### src/rtl/php_pkg.sv
package php_pkg;

    localparam int  DATA_W    = 208;
    localparam int  STATUS_W  = 3;

    localparam logic [2:0] ST_OK         = 3'd0;
    localparam logic [2:0] ST_BAD_START  = 3'd1;
    localparam logic [2:0] ST_BAD_MARKER = 3'd2;
    localparam logic [2:0] ST_BAD_TS     = 3'd3;
    localparam logic [2:0] ST_TRUNC      = 3'd4;

    localparam logic [5:0] POS_SC0    = 6'd0;
    localparam logic [5:0] POS_SC1    = 6'd1;
    localparam logic [5:0] POS_SC2    = 6'd2;
    localparam logic [5:0] POS_ID     = 6'd3;
    localparam logic [5:0] POS_LEN_HI = 6'd4;
    localparam logic [5:0] POS_LEN_LO = 6'd5;
    localparam logic [5:0] POS_FLAG1  = 6'd6;
    localparam logic [5:0] POS_FLAG2  = 6'd7;
    localparam logic [5:0] POS_HLEN   = 6'd8;
    localparam logic [5:0] POS_OPT    = 6'd9;

    localparam logic [2:0] FLD_NONE  = 3'd0;
    localparam logic [2:0] FLD_PTS   = 3'd1;
    localparam logic [2:0] FLD_DTS   = 3'd2;
    localparam logic [2:0] FLD_ESCR  = 3'd3;
    localparam logic [2:0] FLD_RATE  = 3'd4;
    localparam logic [2:0] FLD_TRICK = 3'd5;
    localparam logic [2:0] FLD_COPY  = 3'd6;
    localparam logic [2:0] FLD_CRC   = 3'd7;

    localparam int NUM_FIELDS = 7;
    localparam logic [5:0] FIELD_SIZE [NUM_FIELDS] = '{
        6'd5, 6'd5, 6'd6, 6'd3, 6'd1, 6'd1, 6'd2
    };

    localparam logic [8:0] HEADER_FIXED = 9'd9;

    typedef struct packed {
        logic        active;
        logic [5:0]  pos;
        logic        sc_err;
        logic [7:0]  pes_sid;
        logic [15:0] length;
        logic [13:0] flags;
        logic [7:0]  header_len;
        logic [32:0] pts;
        logic [32:0] dts;
        logic [32:0] ref_clk_base;
        logic [8:0]  ref_clk_ext;
        logic [21:0] rate;
        logic [9:0]  trick_copy;
        logic [15:0] crc;
    } t_state;

    typedef struct packed {
        logic [2:0]  status;
        logic [7:0]  pes_sid;
        logic [15:0] packet_length;
        logic [13:0] header_flags;
        logic [32:0] pts;
        logic [32:0] dts;
        logic [32:0] ref_clk_base;
        logic [8:0]  ref_clk_ext;
        logic [21:0] es_rate;
        logic [9:0]  trick_and_copy;
        logic [15:0] previous_crc;
        logic [8:0]  header_size;
    } t_result;

    typedef struct packed {
        logic [2:0] id;
        logic [2:0] off;
        logic [5:0] last;
    } t_loc;

    function automatic t_loc locate(input logic [5:0] p, input logic [7:0] f2);
        t_loc       l;
        logic [5:0] pos;
        l   = '0;
        pos = POS_OPT;
        for (int k = 0; k < NUM_FIELDS; k++) begin
            if (f2[7-k]) begin
                if (l.id == FLD_NONE && p >= pos && p < pos + FIELD_SIZE[k]) begin
                    l.id  = 3'(k + 1);
                    l.off = 3'(p - pos);
                end
                pos = pos + FIELD_SIZE[k];
            end
        end
        l.last = pos;
        return l;
    endfunction

    function automatic logic [32:0] ts_shift(input logic [32:0] r, input logic [2:0] off,
                                             input logic [7:0] b);
        logic [32:0] v;
        case (off)
            3'd0:         v = {30'd0, b[3:1]};
            3'd1, 3'd3:   v = {r[24:0], b};
            default:      v = {r[25:0], b[7:1]};
        endcase
        return v;
    endfunction

    function automatic t_result make_result(input t_state s, input logic [2:0] st);
        t_result res;
        res.status         = st;
        res.pes_sid        = s.pes_sid;
        res.packet_length  = s.length;
        res.header_flags   = s.flags;
        res.pts            = s.pts;
        if (s.flags[6]) begin
            res.dts = s.dts;
        end else if (s.flags[7]) begin
            res.dts = s.pts;
        end else begin
            res.dts = '0;
        end
        res.ref_clk_base   = s.ref_clk_base;
        res.ref_clk_ext    = s.ref_clk_ext;
        res.es_rate        = s.rate;
        res.trick_and_copy = s.trick_copy;
        res.previous_crc   = s.crc;
        res.header_size    = {1'b0, s.header_len} + HEADER_FIXED;
        return res;
    endfunction

endpackage

### src/rtl/pes_header_parser_unit.sv
// PES header parser.
// The slave side takes one word per packet byte: tdata carries the byte and
// tuser marks the first byte of a PES packet. Bytes seen outside an open
// header are taken and dropped.
// The master side gives one word per parsed header: tuser carries the status
// (ok, bad start code, bad flag marker, bad timestamp marker, truncated) and
// tdata the collected fields. A header is closed by its last announced
// optional field (by the header length byte when none is announced), by an
// error, or by a new first byte, which also opens the next packet.
// Throughput is one byte per cycle while tready is high; each byte passes a
// single stage of field shifting against a byte position counter. The result
// word is registered into the output word, or into the second buffer word while the receiver stalls.
// Reset clears the parser state and empties the output buffer, so the
// parser waits for a first byte.
// The output buffer holds two words. While the receiver stalls, bytes are
// still taken until the second word is occupied; tready then stays low until
// the receiver takes a word.
module pes_header_parser_unit (
    input  logic                           i_clk,
    input  logic                           i_rst_n,
    input  logic                           i_s_tvalid,
    output logic                           o_s_tready,
    // byte_in[7:0]
    input  logic [7:0]                     i_s_tdata,
    // first[0]
    input  logic                           i_s_tuser,
    output logic                           o_m_tvalid,
    input  logic                           i_m_tready,
    // pes_sid[7:0], packet_length[23:8], header_flags[37:24], pts[70:38],
    // dts[103:71], ref_clk_base[136:104], ref_clk_ext[145:137],
    // es_rate[167:146], trick_and_copy[177:168], previous_crc[193:178],
    // header_size[202:194], zero fill above
    output logic [php_pkg::DATA_W-1:0]     o_m_tdata,
    // status[2:0]
    output logic [php_pkg::STATUS_W-1:0]   o_m_tuser
);

    php_pkg::t_state  r_st;
    php_pkg::t_state  n_st;
    php_pkg::t_result w_res;
    php_pkg::t_result r_out;
    php_pkg::t_result r_skid;
    php_pkg::t_loc    w_loc;
    logic             r_out_valid;
    logic             r_skid_valid;
    logic             w_accept;
    logic             w_trunc;
    logic             w_emit;
    logic             w_push;
    logic [2:0]       w_status;
    logic [5:0]       w_p;
    logic [7:0]       w_b;

    assign o_s_tready = !r_skid_valid;
    assign w_accept   = i_s_tvalid && o_s_tready;
    assign w_b        = i_s_tdata;

    always_comb begin
        n_st     = r_st;
        w_trunc  = 1'b0;
        w_emit   = 1'b0;
        w_status = php_pkg::ST_OK;
        w_p      = r_st.pos;
        w_loc    = php_pkg::locate(r_st.pos, r_st.flags[7:0]);
        if (w_accept) begin
            if (i_s_tuser) begin
                w_trunc     = r_st.active;
                n_st        = '0;
                n_st.active = 1'b1;
            end
            w_p   = n_st.pos;
            w_loc = php_pkg::locate(n_st.pos, n_st.flags[7:0]);
            if (n_st.active) begin
                n_st.pos = w_p + 6'd1;
                case (w_p)
                    php_pkg::POS_SC0, php_pkg::POS_SC1: begin
                        if (w_b != 8'h00) begin
                            n_st.sc_err = 1'b1;
                        end
                    end
                    php_pkg::POS_SC2: begin
                        if (w_b != 8'h01 || n_st.sc_err) begin
                            w_emit      = 1'b1;
                            w_status    = php_pkg::ST_BAD_START;
                            n_st.active = 1'b0;
                        end
                    end
                    php_pkg::POS_ID: begin
                        n_st.pes_sid = w_b;
                    end
                    php_pkg::POS_LEN_HI: begin
                        n_st.length = {w_b, 8'h00};
                    end
                    php_pkg::POS_LEN_LO: begin
                        n_st.length = {n_st.length[15:8], w_b};
                    end
                    php_pkg::POS_FLAG1: begin
                        n_st.flags = {w_b[5:0], 8'h00};
                        if (w_b[7:6] != 2'b10) begin
                            w_emit      = 1'b1;
                            w_status    = php_pkg::ST_BAD_MARKER;
                            n_st.active = 1'b0;
                        end
                    end
                    php_pkg::POS_FLAG2: begin
                        n_st.flags = {n_st.flags[13:8], w_b};
                    end
                    php_pkg::POS_HLEN: begin
                        n_st.header_len = w_b;
                        if (w_loc.last == php_pkg::POS_OPT) begin
                            w_emit      = 1'b1;
                            n_st.active = 1'b0;
                        end
                    end
                    default: begin
                        case (w_loc.id)
                            php_pkg::FLD_PTS: begin
                                if (w_loc.off == 3'd0 && !w_b[5]) begin
                                    w_emit   = 1'b1;
                                    w_status = php_pkg::ST_BAD_TS;
                                end else begin
                                    n_st.pts = php_pkg::ts_shift(n_st.pts, w_loc.off, w_b);
                                end
                            end
                            php_pkg::FLD_DTS: begin
                                if (w_loc.off == 3'd0 && !w_b[4]) begin
                                    w_emit   = 1'b1;
                                    w_status = php_pkg::ST_BAD_TS;
                                end else begin
                                    n_st.dts = php_pkg::ts_shift(n_st.dts, w_loc.off, w_b);
                                end
                            end
                            php_pkg::FLD_ESCR: begin
                                case (w_loc.off)
                                    3'd0: n_st.ref_clk_base = {28'd0, w_b[5:3], w_b[1:0]};
                                    3'd1: n_st.ref_clk_base = {n_st.ref_clk_base[24:0], w_b};
                                    3'd2: n_st.ref_clk_base = {n_st.ref_clk_base[25:0],
                                                               w_b[7:3], w_b[1:0]};
                                    3'd3: n_st.ref_clk_base = {n_st.ref_clk_base[24:0], w_b};
                                    3'd4: begin
                                        n_st.ref_clk_base = {n_st.ref_clk_base[27:0],
                                                             w_b[7:3]};
                                        n_st.ref_clk_ext  = {w_b[1:0], 7'd0};
                                    end
                                    default: n_st.ref_clk_ext = n_st.ref_clk_ext |
                                                                {2'd0, w_b[7:1]};
                                endcase
                            end
                            php_pkg::FLD_RATE: begin
                                case (w_loc.off)
                                    3'd0:    n_st.rate = {15'd0, w_b[6:0]};
                                    3'd1:    n_st.rate = {n_st.rate[13:0], w_b};
                                    default: n_st.rate = {n_st.rate[14:0], w_b[7:1]};
                                endcase
                            end
                            php_pkg::FLD_TRICK: begin
                                n_st.trick_copy = {w_b[7:5], n_st.trick_copy[6:0]};
                            end
                            php_pkg::FLD_COPY: begin
                                n_st.trick_copy = {n_st.trick_copy[9:7], w_b[6:0]};
                            end
                            php_pkg::FLD_CRC: begin
                                if (w_loc.off == 3'd0) begin
                                    n_st.crc = {w_b, 8'h00};
                                end else begin
                                    n_st.crc = {n_st.crc[15:8], w_b};
                                end
                            end
                            default: begin
                                n_st.active = 1'b0;
                            end
                        endcase
                        if (w_loc.id != php_pkg::FLD_NONE &&
                            (w_emit || w_p + 6'd1 == w_loc.last)) begin
                            w_emit      = 1'b1;
                            n_st.active = 1'b0;
                        end
                    end
                endcase
            end
        end
        w_push = w_trunc || w_emit;
        w_res  = w_trunc ? php_pkg::make_result(r_st, php_pkg::ST_TRUNC)
                         : php_pkg::make_result(n_st, w_status);
    end

    always_ff @(posedge i_clk) begin
        if (!i_rst_n) begin
            r_st <= '0;
        end else if (w_accept) begin
            r_st <= n_st;
        end
    end

    always_ff @(posedge i_clk) begin
        if (!i_rst_n) begin
            r_out_valid  <= 1'b0;
            r_skid_valid <= 1'b0;
        end else if (!r_out_valid || i_m_tready) begin
            if (r_skid_valid) begin
                r_out_valid  <= 1'b1;
                r_skid_valid <= 1'b0;
            end else begin
                r_out_valid  <= w_push;
            end
        end else if (w_push) begin
            r_skid_valid <= 1'b1;
        end
    end

    always_ff @(posedge i_clk) begin
        if (!r_out_valid || i_m_tready) begin
            if (r_skid_valid) begin
                r_out <= r_skid;
            end else if (w_push) begin
                r_out <= w_res;
            end
        end else if (w_push) begin
            r_skid <= w_res;
        end
    end

    assign o_m_tvalid = r_out_valid;
    assign o_m_tuser  = r_out.status;
    assign o_m_tdata  = {5'd0, r_out.header_size, r_out.previous_crc, r_out.trick_and_copy,
                         r_out.es_rate, r_out.ref_clk_ext, r_out.ref_clk_base, r_out.dts,
                         r_out.pts, r_out.header_flags, r_out.packet_length,
                         r_out.pes_sid};

    a_skid_behind_out: assert property (@(posedge i_clk) disable iff (!i_rst_n)
        r_skid_valid |-> r_out_valid)
        else $error("second output word held while the first is empty");

    a_pos_in_header: assert property (@(posedge i_clk) disable iff (!i_rst_n)
        r_st.active |-> r_st.pos <= 6'd31)
        else $error("byte position ran past the longest header");

    a_start_err_pos: assert property (@(posedge i_clk) disable iff (!i_rst_n)
        (w_push && w_res.status == php_pkg::ST_BAD_START) |-> (w_p == php_pkg::POS_SC2))
        else $error("start code error reported away from the third byte");

    a_status_range: assert property (@(posedge i_clk) disable iff (!i_rst_n)
        o_m_tvalid |-> o_m_tuser <= php_pkg::ST_TRUNC)
        else $error("status code out of range");

endmodule
### config.mk
export PLATFORM = sky130hd
export DESIGN_NAME = pes_header_parser_unit
export DESIGN_NICKNAME = d
export VERILOG_FILES = /design/src/rtl/php_pkg.sv /design/src/rtl/pes_header_parser_unit.sv
export SDC_FILE = /design/constraint.sdc
export NUM_CORES = 1
export LEC_CHECK = 0
export BUFFER_PORTS_ARGS = -buffer_cell sky130_fd_sc_hd__buf_2
export CAP_MARGIN = 5
export CORE_MARGIN = 2
export CORE_UTILIZATION = 60
export CTS_CLUSTER_SIZE = 12
export DETAILED_ROUTE_END_ITERATION = 12
export PLACE_DENSITY_LB_ADDON = 0.2
export SLEW_MARGIN = 30
export SYNTH_ARGS = -nofsm -noshare
export SYNTH_HDL_FRONTEND = slang
export SYNTH_SLANG_ARGS = --single-unit
### constraint.sdc
create_clock -name i_clk -period 31.3 [get_ports i_clk]
set_input_delay 6.26 -clock i_clk [delete_from_list [all_inputs] [get_ports i_clk]]
set_output_delay 6.26 -clock i_clk [all_outputs]
set_load 0.005 [all_outputs]
==> flow_summary.ini <==
[clock_network]
cts_tree = done
cts_buffer_depth = 3
post_cts_buffers = 0
h-tree-depth = 3
cts_root_buf = clkbuf_16
clk_pin_slew_ps = 60
clock_latency_ps = 620
cts_resized = 0
numCtsBuffers = 66
cts_hold_buf = 0
clkSinkCount = 624

[floorplanning]
io_pins = 226
core_region_area_mm2 = 0.0516
die_x_um = 233
placementRows = 83
start_util = 0.610
dieArea_mm2 = 0.0543
die_h_um = 233

[global_routing]
antenna_found_initial = 0
grt-ovfl-total = 0
grt_pass1_wl_um = 142000
grt_pass1_vias = 24600
grt_util_all_layers = 0.335
grt_max_degree = 127

[yosys]
syn_area_mm2 = 0.0315
seq_area_frac_synth = 0.528
avgSynthCellArea_um2 = 10.5
synth-main-ff-cell = edfxtp_1
synthCells = 2994
synth_area_leaders = edfxtp_1, dfxtp_1, mux2_2, nand2_1, a21oi_1
yosys_warnings = 0
synth-async-reset-ratio = 0
synth_seq_cells = 624
synth.top_cell.area_share = 0.393
yosys.area.top_type = edfxtp_1
synth.distinct_cells = 113
synth_edf_count = 412

[timing]
final_hold_viol_count = 0
setup_violations = 0
hold_slack_ps = 467
fin_crit_ps = 16480
tightest_slew_ps = 1020
rsz0062_at_grt = false
setup_tns_ps = 0
timing.fmax_mhz = 60.7
max_slew_margin = 0.319
clock_skew_ps = 26.9
finalCritPeriodShare = 0.527
slew_viol_final = 0

[setup_path]
crit_top_cell = ha_1
path_max_fanout = 72
worstPathRequired_ps = 31530
cp-start-kind = primary input
crit_type = primary input to register
arrival_ps = 16710
slowest_stage = buf_4
end_kind = register
crit_path_max_incr_delay_ps = 710

[layout]
drive_gt1_frac = 0.191
final_area_mm2 = 0.0351
num-nets-final = 3199
final_common_cell = edfxtp_1
area_growth_pct = 11.5
layout_common_cells = edfxtp_1, nand2_1, nor2_1, a21oi_1, buf_2
fillers = 3923

[power]
peakVddDrop_mv = 0.0377
power_density_mw_per_mm2 = 49.9
p_leak_nw = 13.4

[detailed_routing]
drt_iter0_markers = 3785
firstDrtPassIters = 11
antenna_left = 0
via_count = 25800
wl_um = 92200
wl_per_cell_um = 23.9
drt-vias-per-instance = 6.70
drc = 0

[place]
place_area_mm2 = 0.0330
detailed_place_hpwl_um = 60300
gp_congestion = 0.928
io_buffers = 220

[worst_hold_path]
hold_path_class = register to register

[flow_run]
timing.max_cap.violations = 0

[status]
outcome = finished, final reports clean
## metal layers
metal | global-route usage | part of all wire | vias up
met5 | 0 | 0 | -
met3 | 0.0792 | 0.11 | 253
met2 | 0.510 | 0.45 | 1550
li1 | - | - | 11500
met4 | 0.141 | 0.037 | 0
met1 | 0.459 | 0.41 | 12500
## per-stage QoR
| stage | cells | total power, mW | worst slack (ps) | util |
|---|---|---|---|---|
| 2_1_floorplan | 2998 | 0.979 | 7450 | - |
| 3_3_place_gp | 3727 | 1.01 | 14700 | 0.639 |
| 3_5_place_dp | 3728 | 1.02 | 14260 | 0.640 |
| 4_1_cts | 3847 | 1.76 | 14860 | 0.679 |
| 5_1_grt | 3850 | 1.80 | 14190 | 0.680 |
| 6_report | 3851 | 1.75 | 14820 | 0.681 |
## final timing paths
kind              from  slack, ps             end  cells past startpoint
max          i_s_tuser      14820  o_m_tdata[119]                     33
min           r_st[10]        470        r_st[10]                      2
max reg2reg  r_st[171]      20750  o_m_tdata[119]                     30
min reg2reg   r_st[10]        470        r_st[10]                      2
## final cells by class
cell class              count  area (um2)  share of cell area
clock inverters            18         176             0.00502
diodes                      1        2.50           0.0000712
inverters                  44         178             0.00506
repair buffers            266        1510              0.0431
well taps                 680         851              0.0242
multi-input cells        2117       13900               0.396
clock buffers             101        1860              0.0530
flip-flops and latches    624       16600               0.473
## critical path: cells and delay by family
family                     cells  cell delay [ps]
AOI/OAI and AO/OA             10             2750
adders and majority gates      6             2330
buffers and inverters          8             2930
muxes                          1              190
and+or+nand+nor                8             2060
## state kept, by name (all words and copies together) (netlist names)
name / cells
r_skid: 206
o_m_tvalid: 1
r_skid_valid: 1
r_st: 210
o_m_tuser: 3
o_m_tdata: 203
## synth_stat cells, drive strengths merged, types with 13 or more instances
cell type  count
o21ai        185
a21oi        250
nor2         274
nand3         32
nor2b         30
and3          30
buf           55
o211ai        16
dfxtp        212
a221oi        31
a2111oi       20
xnor2         31
o22a          18
a21o          61
nand2b        24
and2          25
a22o          57
clkbuf       158
mux2         170
xor2          13
a31oi         31
a222oi        26
mux2i         14
a211oi        20
inv           43
o31ai         21
o21bai        15
nand2        366
a22oi         72
ha            59
edfxtp       412
nor3          36
## where the power goes
group	switching [mW]	leakage (nW)	internal, mW
sequential	0.00707	5.65	0.892
combinational	0.0739	6.81	0.0272
clock	0.322	0.987	0.430
## kinds of logic (layout without fill, tap and decap cells)
logic type,count (synthesis),in the layout,synth area share
buffers and inverters,257,429,0.0337
multiplexers,184,184,0.0652
adder cells (fa/ha/maj),68,68,0.0289
other,1,6,0.000119
XOR/XNOR,44,44,0.0141
AO/OA/AOI/OAI,926,926,0.201
AND/OR/NAND/NOR,890,890,0.129
flip-flops,624,624,0.528
No activity file was read; power rests on OpenSTA's default activity.
